File: src/rtl/ptrs_pkg.sv
`default_nettype none
package ptrs_pkg;

	localparam int NUM_SLOTS_DEF = 8;
	localparam logic [7:0] PENDING_MAX = 8'd255;

	localparam logic [1:0] OP_ADD      = 2'd0;
	localparam logic [1:0] OP_DELETE   = 2'd1;
	localparam logic [1:0] OP_TICK     = 2'd2;
	localparam logic [1:0] OP_DISPATCH = 2'd3;

	localparam logic [1:0] ST_OK        = 2'd0;
	localparam logic [1:0] ST_FULL      = 2'd1;
	localparam logic [1:0] ST_NOT_FOUND = 2'd2;
	localparam logic [1:0] ST_IDLE      = 2'd3;

	typedef enum logic [2:0] {
		S_IDLE,
		S_SCAN,
		S_TCHK,
		S_DIV,
		S_REL
	} state_t;

	// Commands from the controller to the datapath.
	typedef struct packed {
		logic load;
		logic scan_step;
		logic commit_hit;
		logic commit_miss;
		logic div_start;
		logic div_step;
		logic rel_apply;
	} cmd_t;

	// Status from the datapath to the controller.
	typedef struct packed {
		logic op_tick;
		logic scan_hit;
		logic scan_last;
		logic div_needed;
		logic div_last;
		logic out_busy;
	} stat_t;

endpackage
`default_nettype wire

File: src/rtl/ptrs_ctrl.sv
`default_nettype none
module ptrs_ctrl (
	input  wire logic          clk,
	input  wire logic          arst_n,
	input  wire logic          in_valid,
	output logic               in_ready,
	input  wire ptrs_pkg::stat_t st,
	output ptrs_pkg::cmd_t     cmd
);

	ptrs_pkg::state_t state_q, state_d;

	always_ff @(posedge clk or negedge arst_n) begin
		if (!arst_n) begin
			state_q <= ptrs_pkg::S_IDLE;
		end else begin
			state_q <= state_d;
		end
	end

	always_comb begin
		state_d  = state_q;
		cmd      = '0;
		in_ready = 1'b0;
		case (state_q)
			ptrs_pkg::S_IDLE: begin
				in_ready = 1'b1;
				if (in_valid) begin
					cmd.load = 1'b1;
					state_d  = st.op_tick ? ptrs_pkg::S_TCHK : ptrs_pkg::S_SCAN;
				end
			end
			ptrs_pkg::S_SCAN: begin
				if (st.scan_hit) begin
					if (!st.out_busy) begin
						cmd.commit_hit = 1'b1;
						state_d        = ptrs_pkg::S_IDLE;
					end
				end else if (st.scan_last) begin
					if (!st.out_busy) begin
						cmd.commit_miss = 1'b1;
						state_d         = ptrs_pkg::S_IDLE;
					end
				end else begin
					cmd.scan_step = 1'b1;
				end
			end
			ptrs_pkg::S_TCHK: begin
				if (st.div_needed) begin
					cmd.div_start = 1'b1;
					state_d       = ptrs_pkg::S_DIV;
				end else if (st.scan_last) begin
					if (!st.out_busy) begin
						cmd.commit_miss = 1'b1;
						state_d         = ptrs_pkg::S_IDLE;
					end
				end else begin
					cmd.scan_step = 1'b1;
				end
			end
			ptrs_pkg::S_DIV: begin
				cmd.div_step = 1'b1;
				if (st.div_last) begin
					state_d = ptrs_pkg::S_REL;
				end
			end
			ptrs_pkg::S_REL: begin
				// Release is applied once; the slot then counts as handled.
				if (st.scan_last) begin
					if (!st.out_busy) begin
						cmd.rel_apply   = 1'b1;
						cmd.commit_miss = 1'b1;
						state_d         = ptrs_pkg::S_IDLE;
					end
				end else begin
					cmd.rel_apply = 1'b1;
					cmd.scan_step = 1'b1;
					state_d       = ptrs_pkg::S_TCHK;
				end
			end
			default: begin
				state_d = ptrs_pkg::S_IDLE;
			end
		endcase
	end

endmodule
`default_nettype wire

File: src/rtl/ptrs_datapath.sv
`default_nettype none
module ptrs_datapath #(
	parameter int NUM_SLOTS = ptrs_pkg::NUM_SLOTS_DEF
) (
	input  wire logic          clk,
	input  wire logic          arst_n,
	input  wire logic [1:0]    op,
	input  wire logic [7:0]    task_id,
	input  wire logic [15:0]   period,
	input  wire ptrs_pkg::cmd_t cmd,
	output ptrs_pkg::stat_t    st,
	output logic               out_valid,
	input  wire logic          out_ready,
	output logic [1:0]         status,
	output logic [7:0]         out_task_id,
	output logic [2:0]         slot
);

	localparam int IW = (NUM_SLOTS > 1) ? $clog2(NUM_SLOTS) : 1;
	localparam logic [IW-1:0] LAST = IW'(NUM_SLOTS - 1);

	logic [7:0]    tid_q  [NUM_SLOTS];
	logic [15:0]   per_q  [NUM_SLOTS];
	logic [7:0]    pend_q [NUM_SLOTS];
	logic [31:0]   tick_q;
	logic [IW-1:0] ptr_q;
	logic [IW-1:0] cur_q;
	logic [IW-1:0] k_q;
	logic [1:0]    op_q;
	logic [7:0]    id_q;
	logic [15:0]   per_in_q;
	logic [15:0]   rem_q;
	logic [4:0]    bit_q;
	logic          out_valid_q;
	logic [1:0]    status_q;
	logic [7:0]    out_id_q;
	logic [2:0]    slot_q;

	logic [IW-1:0] cur_next;
	logic [16:0]   rem_sh;
	logic [16:0]   rem_sub;
	logic [IW+2:0] cur_ext;

	assign cur_next = (cur_q == LAST) ? '0 : cur_q + 1'b1;
	assign rem_sh   = {rem_q, tick_q[bit_q]};
	assign rem_sub  = rem_sh - {1'b0, per_q[cur_q]};
	assign cur_ext  = (IW + 3)'(cur_q);

	always_comb begin
		st            = '0;
		st.op_tick    = (op == ptrs_pkg::OP_TICK);
		st.scan_last  = (k_q == LAST);
		st.div_needed = (tid_q[cur_q] != 8'd0) && (per_q[cur_q] != 16'd0);
		st.div_last   = (bit_q == 5'd0);
		st.out_busy   = out_valid_q && !out_ready;
		case (op_q)
			ptrs_pkg::OP_ADD:    st.scan_hit = (id_q == 8'd0) || (tid_q[cur_q] == 8'd0);
			ptrs_pkg::OP_DELETE: st.scan_hit = (tid_q[cur_q] == id_q);
			ptrs_pkg::OP_DISPATCH: st.scan_hit = (pend_q[cur_q] != 8'd0);
			default:             st.scan_hit = 1'b0;
		endcase
	end

	always_ff @(posedge clk or negedge arst_n) begin
		if (!arst_n) begin
			for (int i = 0; i < NUM_SLOTS; i++) begin
				tid_q[i]  <= '0;
				per_q[i]  <= '0;
				pend_q[i] <= '0;
			end
			tick_q      <= '0;
			ptr_q       <= '0;
			out_valid_q <= 1'b0;
		end else begin
			if (cmd.commit_hit || cmd.commit_miss) begin
				out_valid_q <= 1'b1;
			end else if (out_ready) begin
				out_valid_q <= 1'b0;
			end
			if (cmd.load && (op == ptrs_pkg::OP_TICK)) begin
				tick_q <= tick_q + 32'd1;
			end
			if (cmd.rel_apply && (rem_q == 16'd0) && (pend_q[cur_q] != ptrs_pkg::PENDING_MAX)) begin
				pend_q[cur_q] <= pend_q[cur_q] + 8'd1;
			end
			if (cmd.commit_hit) begin
				case (op_q)
					ptrs_pkg::OP_ADD: begin
						if (id_q != 8'd0) begin
							tid_q[cur_q]  <= id_q;
							per_q[cur_q]  <= per_in_q;
							pend_q[cur_q] <= '0;
						end
					end
					ptrs_pkg::OP_DELETE: begin
						tid_q[cur_q]  <= '0;
						per_q[cur_q]  <= '0;
						pend_q[cur_q] <= '0;
					end
					ptrs_pkg::OP_DISPATCH: begin
						pend_q[cur_q] <= pend_q[cur_q] - 8'd1;
						ptr_q         <= cur_next;
					end
					default: begin
					end
				endcase
			end
		end
	end

	always_ff @(posedge clk) begin
		if (cmd.load) begin
			op_q     <= op;
			id_q     <= task_id;
			per_in_q <= period;
			k_q      <= '0;
			cur_q    <= (op == ptrs_pkg::OP_DISPATCH) ? ptr_q : '0;
		end
		if (cmd.scan_step) begin
			k_q   <= k_q + 1'b1;
			cur_q <= cur_next;
		end
		if (cmd.div_start) begin
			rem_q <= '0;
			bit_q <= 5'd31;
		end
		if (cmd.div_step) begin
			rem_q <= rem_sub[16] ? rem_sh[15:0] : rem_sub[15:0];
			bit_q <= bit_q - 5'd1;
		end
		if (cmd.commit_hit) begin
			status_q <= ptrs_pkg::ST_OK;
			if ((op_q == ptrs_pkg::OP_ADD) && (id_q == 8'd0)) begin
				slot_q <= '0;
			end else begin
				slot_q <= cur_ext[2:0];
			end
			out_id_q <= (op_q == ptrs_pkg::OP_DISPATCH) ? tid_q[cur_q] : 8'd0;
		end
		if (cmd.commit_miss) begin
			slot_q   <= '0;
			out_id_q <= '0;
			case (op_q)
				ptrs_pkg::OP_ADD:      status_q <= ptrs_pkg::ST_FULL;
				ptrs_pkg::OP_DELETE:   status_q <= ptrs_pkg::ST_NOT_FOUND;
				ptrs_pkg::OP_DISPATCH: status_q <= ptrs_pkg::ST_IDLE;
				default:               status_q <= ptrs_pkg::ST_OK;
			endcase
		end
	end

	assign out_valid   = out_valid_q;
	assign status      = status_q;
	assign out_task_id = out_id_q;
	assign slot        = slot_q;

endmodule
`default_nettype wire

File: src/rtl/periodic_task_release_scheduler_top.sv
`default_nettype none
// Channel | Handshake           | Word
// --------+---------------------+------------------------------------
// input   | in_valid / in_ready | op, task_id, period
// output  | out_valid/out_ready | status, out_task_id, slot
//
// One word is worked at a time. Add, delete and dispatch walk the slot table
// one slot per cycle, at most NUM_SLOTS slots per word. A tick walks the
// slots too and runs a bit-serial remainder of the tick count for every
// occupied slot with a nonzero period; that remainder unit sets the rate.
// Reset is asynchronous and clears the whole table, the tick count and the
// scan pointer at once. A new word is taken while a result still waits in
// the output register; only the commit of the next result waits for that
// register to drain.
module periodic_task_release_scheduler_top #(
	parameter int NUM_SLOTS = ptrs_pkg::NUM_SLOTS_DEF
) (
	input  wire logic        clk,
	input  wire logic        arst_n,
	input  wire logic        in_valid,
	output logic             in_ready,
	input  wire logic [1:0]  op,
	input  wire logic [7:0]  task_id,
	input  wire logic [15:0] period,
	output logic             out_valid,
	input  wire logic        out_ready,
	output logic [1:0]       status,
	output logic [7:0]       out_task_id,
	output logic [2:0]       slot
);

	ptrs_pkg::cmd_t  cmd;
	ptrs_pkg::stat_t st;

	// The controller sequences the walk; the datapath owns the table.
	ptrs_ctrl u_ctrl (
		.clk      (clk),
		.arst_n   (arst_n),
		.in_valid (in_valid),
		.in_ready (in_ready),
		.st       (st),
		.cmd      (cmd)
	);

	ptrs_datapath #(
		.NUM_SLOTS (NUM_SLOTS)
	) u_dp (
		.clk         (clk),
		.arst_n      (arst_n),
		.op          (op),
		.task_id     (task_id),
		.period      (period),
		.cmd         (cmd),
		.st          (st),
		.out_valid   (out_valid),
		.out_ready   (out_ready),
		.status      (status),
		.out_task_id (out_task_id),
		.slot        (slot)
	);

	// After a word is taken the block is not ready in the cycle after.
	a_busy_after_accept: assert property (@(posedge clk) disable iff (!arst_n)
		in_valid && in_ready |=> !in_ready)
		else $error("input accepted on two cycles in a row");

	// Only a successful dispatch reports a task id.
	a_id_only_ok: assert property (@(posedge clk) disable iff (!arst_n)
		out_valid && (out_task_id != 8'd0) |-> (status == ptrs_pkg::ST_OK))
		else $error("task id reported with failing status");

	// A failing result never names a slot.
	a_fail_slot_zero: assert property (@(posedge clk) disable iff (!arst_n)
		out_valid && (status != ptrs_pkg::ST_OK) |-> (slot == 3'd0))
		else $error("failing result names a slot");

endmodule
`default_nettype wire

File: config.mk
export PLATFORM = sky130hd
export DESIGN_NAME = periodic_task_release_scheduler_top
export DESIGN_NICKNAME = d
export VERILOG_FILES = /design/src/rtl/ptrs_pkg.sv /design/src/rtl/ptrs_ctrl.sv /design/src/rtl/ptrs_datapath.sv /design/src/rtl/periodic_task_release_scheduler_top.sv
export SDC_FILE = /design/constraint.sdc
export NUM_CORES = 1
export LEC_CHECK = 0
export BUFFER_PORTS_ARGS = -buffer_cell sky130_fd_sc_hd__buf_2
export CORE_AREA = 2 2 193 195
export DETAILED_ROUTE_END_ITERATION = 8
export DIE_AREA = 0 0 195 197
export PLACE_DENSITY = 0.73
export SLEW_MARGIN = 5
export SYNTH_ARGS = -nofsm -noshare
export SYNTH_HDL_FRONTEND = slang
export SYNTH_SLANG_ARGS = --single-unit
export TNS_END_PERCENT = 10
File: constraint.sdc
create_clock -name clk -period 6 [get_ports clk]
set_clock_uncertainty 0.1 [all_clocks]
set_input_delay 1.2 -clock clk [delete_from_list [all_inputs] [get_ports clk]]
set_output_delay 1.2 -clock clk [all_outputs]
set_load 0.02 [all_outputs]
Word-level counts from Yosys, hierarchy flattened
Cells that the tools add are included.
- output and inout port bits: 15
- bits in read-only memories: 0
- logic and storage cells: 171
- bits in writable memories: 0
- memories: 0
- flip-flop bits (word level): 361
- bits in latches: 0
- bits of input ports: 30
- multiplexer cells: 74
- add/sub/neg operators: 7
- bitwise logic cells: 6
- reduce and logical (&&, ||, !) cells: 28
- shift operators: 0
- magnitude comparators: 3
- multiply operators: 0
- divide/modulo/power cells: 0
- equality and inequality tests: 15
- operator list (kind ; count):
    $mux 64 ; 4
    $pmux 128 s2 ; 1
    $bwmux 64 ; 3
    $pmux 64 s3 ; 1
    $and 128x128->128 ; 1
    $and 64x64->64 ; 2
    $bwmux 128 ; 1
    $mux 128 ; 1
    $not 128->128 ; 1
    $pmux 64 s2 ; 1
    $mux 16 ; 6
    $not 64->64 ; 1
    $bmux 16 s3 ; 1
    $bmux 8 s3 ; 2
    $demux 16 s3 ; 1
    $mux 8 ; 6
    $mux 3 ; 14
    $add 32x1->32 const B ; 1
    $demux 8 s3 ; 1
    $reduce_bool 8->1 ; 3
    $mux 1 ; 20
    $sub 17x16->17 ; 1
    $logic_not 16->1 ; 1
    $logic_not 8->1 ; 2
    other kinds (33) ; 57

Depth between registers and ports, before layout
- depth in word-level cells: 12
- gate-level depth with buffers: 22
- depth with buffers taken out: 19

Hierarchy
A second synthesis with hierarchy kept.
- cell total of the unflattened synthesis: 1906
- area, all modules: 18599.1 µm²
- modules (own cells, without submodules) (module ; instances ; area an instance (µm²) ; cells an instance ; seq. area each (µm²)):
    ptrs_datapath ; 1 ; 18266.3 ; 1866 ; 9178.8
    ptrs_ctrl ; 1 ; 332.8 ; 40 ; 75.1

Worst setup path before layout
OpenSTA, ideal clock, no wires.
- kind: register to register
- start point: register u_dp.cur_q[2]
- end point: register u_dp.rem_q[10] (data pin)
- clock period less this slack: 4.672 ns
- arrival time: 4.306 ns
- cell stages (with the launch flop): 19
- path slack: 1.328 ns
- setup time: 0.266 ns
- path buffers: 6
- cell sequence: edfxtp_1 buf_4 buf_2 buf_1 clkbuf_1 mux4_2 mux2i_1 fa_1 a211oi_1 o21ai_0 nand4_1 nand3_1 nand3_1 a211o_1 nand3_1 clkbuf_1 buf_1 mux2i_1 nor2_1
- word-level cells in the longest chain between the ends: 7
- RTL lines (what ; line ; source):
    from (decl) ; ptrs_datapath.sv:27 ; logic [IW-1:0] cur_q;
    from (signal assigned) ; ptrs_datapath.sv:117 ; cur_q <= (op == ptrs_pkg::OP_DISPATCH) ? ptr_q : '0;
    from (signal assigned) ; ptrs_datapath.sv:121 ; cur_q <= cur_next;
    $not 3->4 (not written as such) ; ptrs_datapath.sv:46 ; assign rem_sub = rem_sh - {1'b0, per_q[cur_q]};
    $bmux 16 s3 ; ptrs_datapath.sv:46 ;
    $mux 16 (not written as such) (2 in a row) ; ptrs_datapath.sv:46 ;
    $sub 17x16->17 ; ptrs_datapath.sv:46 ;
    $mux 16 ; ptrs_datapath.sv:128 ; rem_q <= rem_sub[16] ? rem_sh[15:0] : rem_sub[15:0];
    $mux 16 ; ptrs_datapath.sv:127 ; if (cmd.div_step) begin
    to (signal assigned) ; ptrs_datapath.sv:128 ;
    to (decl) ; ptrs_datapath.sv:32 ; logic [15:0] rem_q;
No other way between the ends. The select of a mux whose other input is x is not followed.
A chain may end at the register's enable or synchronous reset.

Final worst setup path
- start point: register u_dp.cur_q[2]
- end point: register u_dp.per_q[65] (netlist bit)
- word-level cells in the longest chain between the ends: 10
- elaborated cells between the ends (all ways): 25
- RTL lines (what ; line ; source):
    $not 3->4 (not written as such) (*) ; - ;
    $bmux 8 s3 ; ptrs_datapath.sv:57, ptrs_datapath.sv:58 ;
    $mux 8 (not written as such) (2 in a row) ; ptrs_datapath.sv:57, ptrs_datapath.sv:58 ;
    $logic_not 8->1 ; ptrs_datapath.sv:57 ; ptrs_pkg::OP_ADD: st.scan_hit = (id_q == 8'd0) || (tid_q[cur_q] == 8'd0);
    $logic_or 1x1->1 ; ptrs_datapath.sv:57 ;
    $pmux 1 s3 ; ptrs_datapath.sv:56 ; case (op_q)
    $mux 1 ; ptrs_ctrl.sv:34 ; if (st.scan_hit) begin
    $mux 1 ; ptrs_ctrl.sv:25 ; case (state_q)
    $reduce_and 3->1 (no line) ; - ;
    to (signal, indexed assignment) ; ptrs_datapath.sv:91 ; per_q[cur_q] <= per_in_q;
    to (decl) ; ptrs_datapath.sv:23 ; logic [15:0] per_q [NUM_SLOTS];
Every way passes the cells marked *; elsewhere a longest branch is shown, timed or not. The select of a mux whose other input is x is not followed.

==> metrics <==
status=finished, final reports clean; pin count of the biggest net entering global routing=130; clk_lat worst skew=560 ps; final setup vio count=0; H-tree levels=2; crit start category=flop; full die area=0.03842 mm²; FMAX=0.1976 GHz; Peak VDD IR=0.0002922 V; Worst-Margin Slew=1217 ps; Max Slew Vio Count=0; ANT nets after route=0; Hold Worst Slack=348.0 ps; Cells after Synth=1618; worst r2r src=u_dp.cur_q[2]$_DFFE_PP_; Via density=6.352; Max-slew headroom=18.24%; crit path kind=reg2reg; worst slack at placement=1004 ps; min Tclk post-route=5062 ps; setup bufs post-CTS=0; syn_nets=1679; setup TNS=0 ps; Final Hold Viols=0; core area=0.03626 mm²; Post-synth EDFFs=55; Yosys cell types=92; crit path max-delay cell type=a21oi_4; Iter 0 DRT Violations=1212; initial antenna violation count=0; Critical Path End=u_dp.per_q[65]$_DFFE_PN0P_; FF-to-FF End=u_dp.per_q[65]$_DFFE_PN0P_; number of port buffers=44; PwrDens=556.7 mW/mm²; CTS resizes=0; Max stage delay on crit path=740 ps; CTS sink count=361; period utilization=84.36%; gr ovfl total=0; most frequent cells in the layout=dfrtp_1 (295), mux2_1 (155), nand2_1 (99); post-route total power=11.69 mW; delay-heaviest family, CP=compound AO/OA/AOI/OAI gates; share of layout cells above drive strength 1=15.65%; WP data required=6330 ps; Post-CTS Hold Buffers=0; Total GRT Usage=25.96%; DP HPWL=32400 µm; area post-placement=0.01960 mm²; Layout Nets=1708; CTS Buf Count=41; most common cell after layout, fill and taps aside=dfrtp_1; Post-Syn Area=0.01893 mm²; Final Cell Area=0.02100 mm²; vias in the first global route=13670; DP Cell Count=2072; DR WL/cell=22.96 µm; P_leak=9.430 nW; gpl congestion=0.9790; Die Span Y=197 µm; WL final=49320 µm; Yosys warnings=0; dominant synthesized flop cell=dfrtp_1; Crit Path Max Fanout=24; syn_area_per_cell=11.70 µm²; drc violations=0; TritonCTS clock tree=done; Area growth syn-to-layout=10.90%; CTS clk-pin slew, worst paths=60 ps; post-layout util=57.91%; root cell of the clock tree=clkbuf_16; Max-Cap Viols=0; Ports=45; FFs w/ async S/R, synth=81.72%; first-pass detailed-route iteration total=5; RSZ-0062 raised after global routing=no; #FFs+latches synth=361; worst hold path type=reg2reg; CP startpoint=u_dp.cur_q[2]$_DFFE_PP_; flop2flop setup slack=940 ps; Starting Density=52.22%; r2r worst-path depth=11; Final Non-Filler Cells=2148; FP Rows=70; Worst Slack Setup Final=938.1 ps; Die W=195 µm; Worst path depth=11; WP data arrival=5390 ps; critical-path cell list=buf_4, nor2_1, buf_4, a22oi_1, o22ai_1, nor2_1, a2111oi_2, nand3_2, a21oi_4, nand4_4, mux2_1; Max Root-Sink Buffers=3; CP Capture Type=flop; sequential area share after synthesis=48.88%; ant diodes=0; Buf/Inv on CP=2; Via Count=13650; first-pass GRT wire length=78230 µm
==> report_power, final <==
part / switching [mW] / internal (mW) / total [mW] / leakage (nW)
Combinational: 3.08 / 2.10 / 5.18 / 4.17
Sequential: 0.556 / 3.39 / 3.94 / 4.57
Clock: 1.04 / 1.53 / 2.57 / 0.685
Total: 4.68 / 7.01 / 11.7 / 9.43
==> state kept, by name, indices dropped and copies added (netlist names), 5 cells and up <==
signal and flops:
u_dp.bit_q 5, u_dp.tick_q 32, u_dp.id_q 8, u_dp.per_in_q 16, u_dp.rem_q 16, u_dp.tid_q 64, u_dp.per_q 128, u_dp.out_task_id 8
u_dp.pend_q 64
==> logic make-up after synthesis <==
kind of cell             after synthesis  synth area share (%)
AND/OR/NAND/NOR                      407                 11.51
flip-flops                           361                 48.88
AO/OA/AOI/OAI                        316                 11.95
multiplexers                         314                 19.62
buffers and inverters                125                 2.994
XOR/XNOR                              64                 2.961
adder cells (fa/ha/maj)               31                 2.088
==> worst register-to-register path: stages (launching register included) <==
cell	delay, ps
edfxtp_1	620
buf_4	330
nor2_1	430
buf_4	250
a22oi_1	90
o22ai_1	260
nor2_1	160
a2111oi_2	450
nand3_2	250
a21oi_4	750
nand4_4	700
mux2_1	560
==> area by class of cell <==
type                    count  area, µm²
inverters                  30      112.6
repair buffers             81      533.0
clock inverters            16      160.2
well taps                 468      585.6
clock buffers              60       1240
fillers                  3008      15260
multi-input cells        1132       9112
flip-flops and latches    361       9254
==> cells in the mapped netlist, types with 5 or more instances <==
cell type,n,area [µm²]
mux2_2,64,720.7
a211oi_1,7,52.55
o31ai_1,14,105.1
edfxtp_1,55,1652
nand3_1,54,270.3
xnor2_1,43,376.6
nand2_1,99,371.6
nand4_4,7,148.9
nand3b_1,15,112.6
mux2i_1,70,700.7
a221oi_1,18,157.7
a22o_1,10,87.58
inv_1,29,108.9
o21ai_0,57,285.3
clkbuf_1,45,168.9
dfrtp_1,295,7382
a221o_1,29,290.3
nor4_1,7,43.79
nor3_1,20,100.1
dfxtp_1,11,220.2
mux4_2,23,518.0
and2_1,16,100.1
nand2b_1,13,81.33
a22oi_1,19,142.6
nor2_1,84,315.3
o211ai_1,6,45.04
ha_1,30,375.4
and3_1,21,131.4
buf_1,8,30.03
o2bb2ai_1,9,78.83
nand4_1,7,43.79
mux2_1,155,1745
a31oi_1,14,87.58
o22ai_1,26,162.7
xor2_1,21,183.9
buf_2,29,145.1
or2_2,5,31.28
nor2b_1,36,225.2
or3_1,7,43.79
buf_4,8,60.06
a21oi_1,61,305.3
==> layer usage <==
metal  wire [µm]  GRT usage (%)  vias to the layer above
li1            -              -                     6096
met1       21550          36.33                     6913
met2       22840          41.24                      523
met3        3237          3.936                      113
met4        1700          9.669                        0
met5           0              0                        -
==> worst min-delay path by stage <==
stage	startpoint	endpoint	slack [ps]	depth (start not counted)
floorplan	u_dp.tick_q[31]$_DFFE_PN0P_	u_dp.tick_q[31]$_DFFE_PN0P_	340	1
global placement	u_dp.out_task_id[3]$_SDFFE_PP0P_	u_dp.out_task_id[3]$_SDFFE_PP0P_	340	2
detailed placement	u_dp.slot[0]$_SDFFE_PP0P_	u_dp.slot[0]$_SDFFE_PP0P_	340	2
CTS	u_dp.slot[0]$_SDFFE_PP0P_	u_dp.slot[0]$_SDFFE_PP0P_	350	2
global route	u_dp.slot[0]$_SDFFE_PP0P_	u_dp.slot[0]$_SDFFE_PP0P_	370	2
finish	u_dp.slot[0]$_SDFFE_PP0P_	u_dp.slot[0]$_SDFFE_PP0P_	350	2
Note: power is estimated with default switching activity, not from simulation.
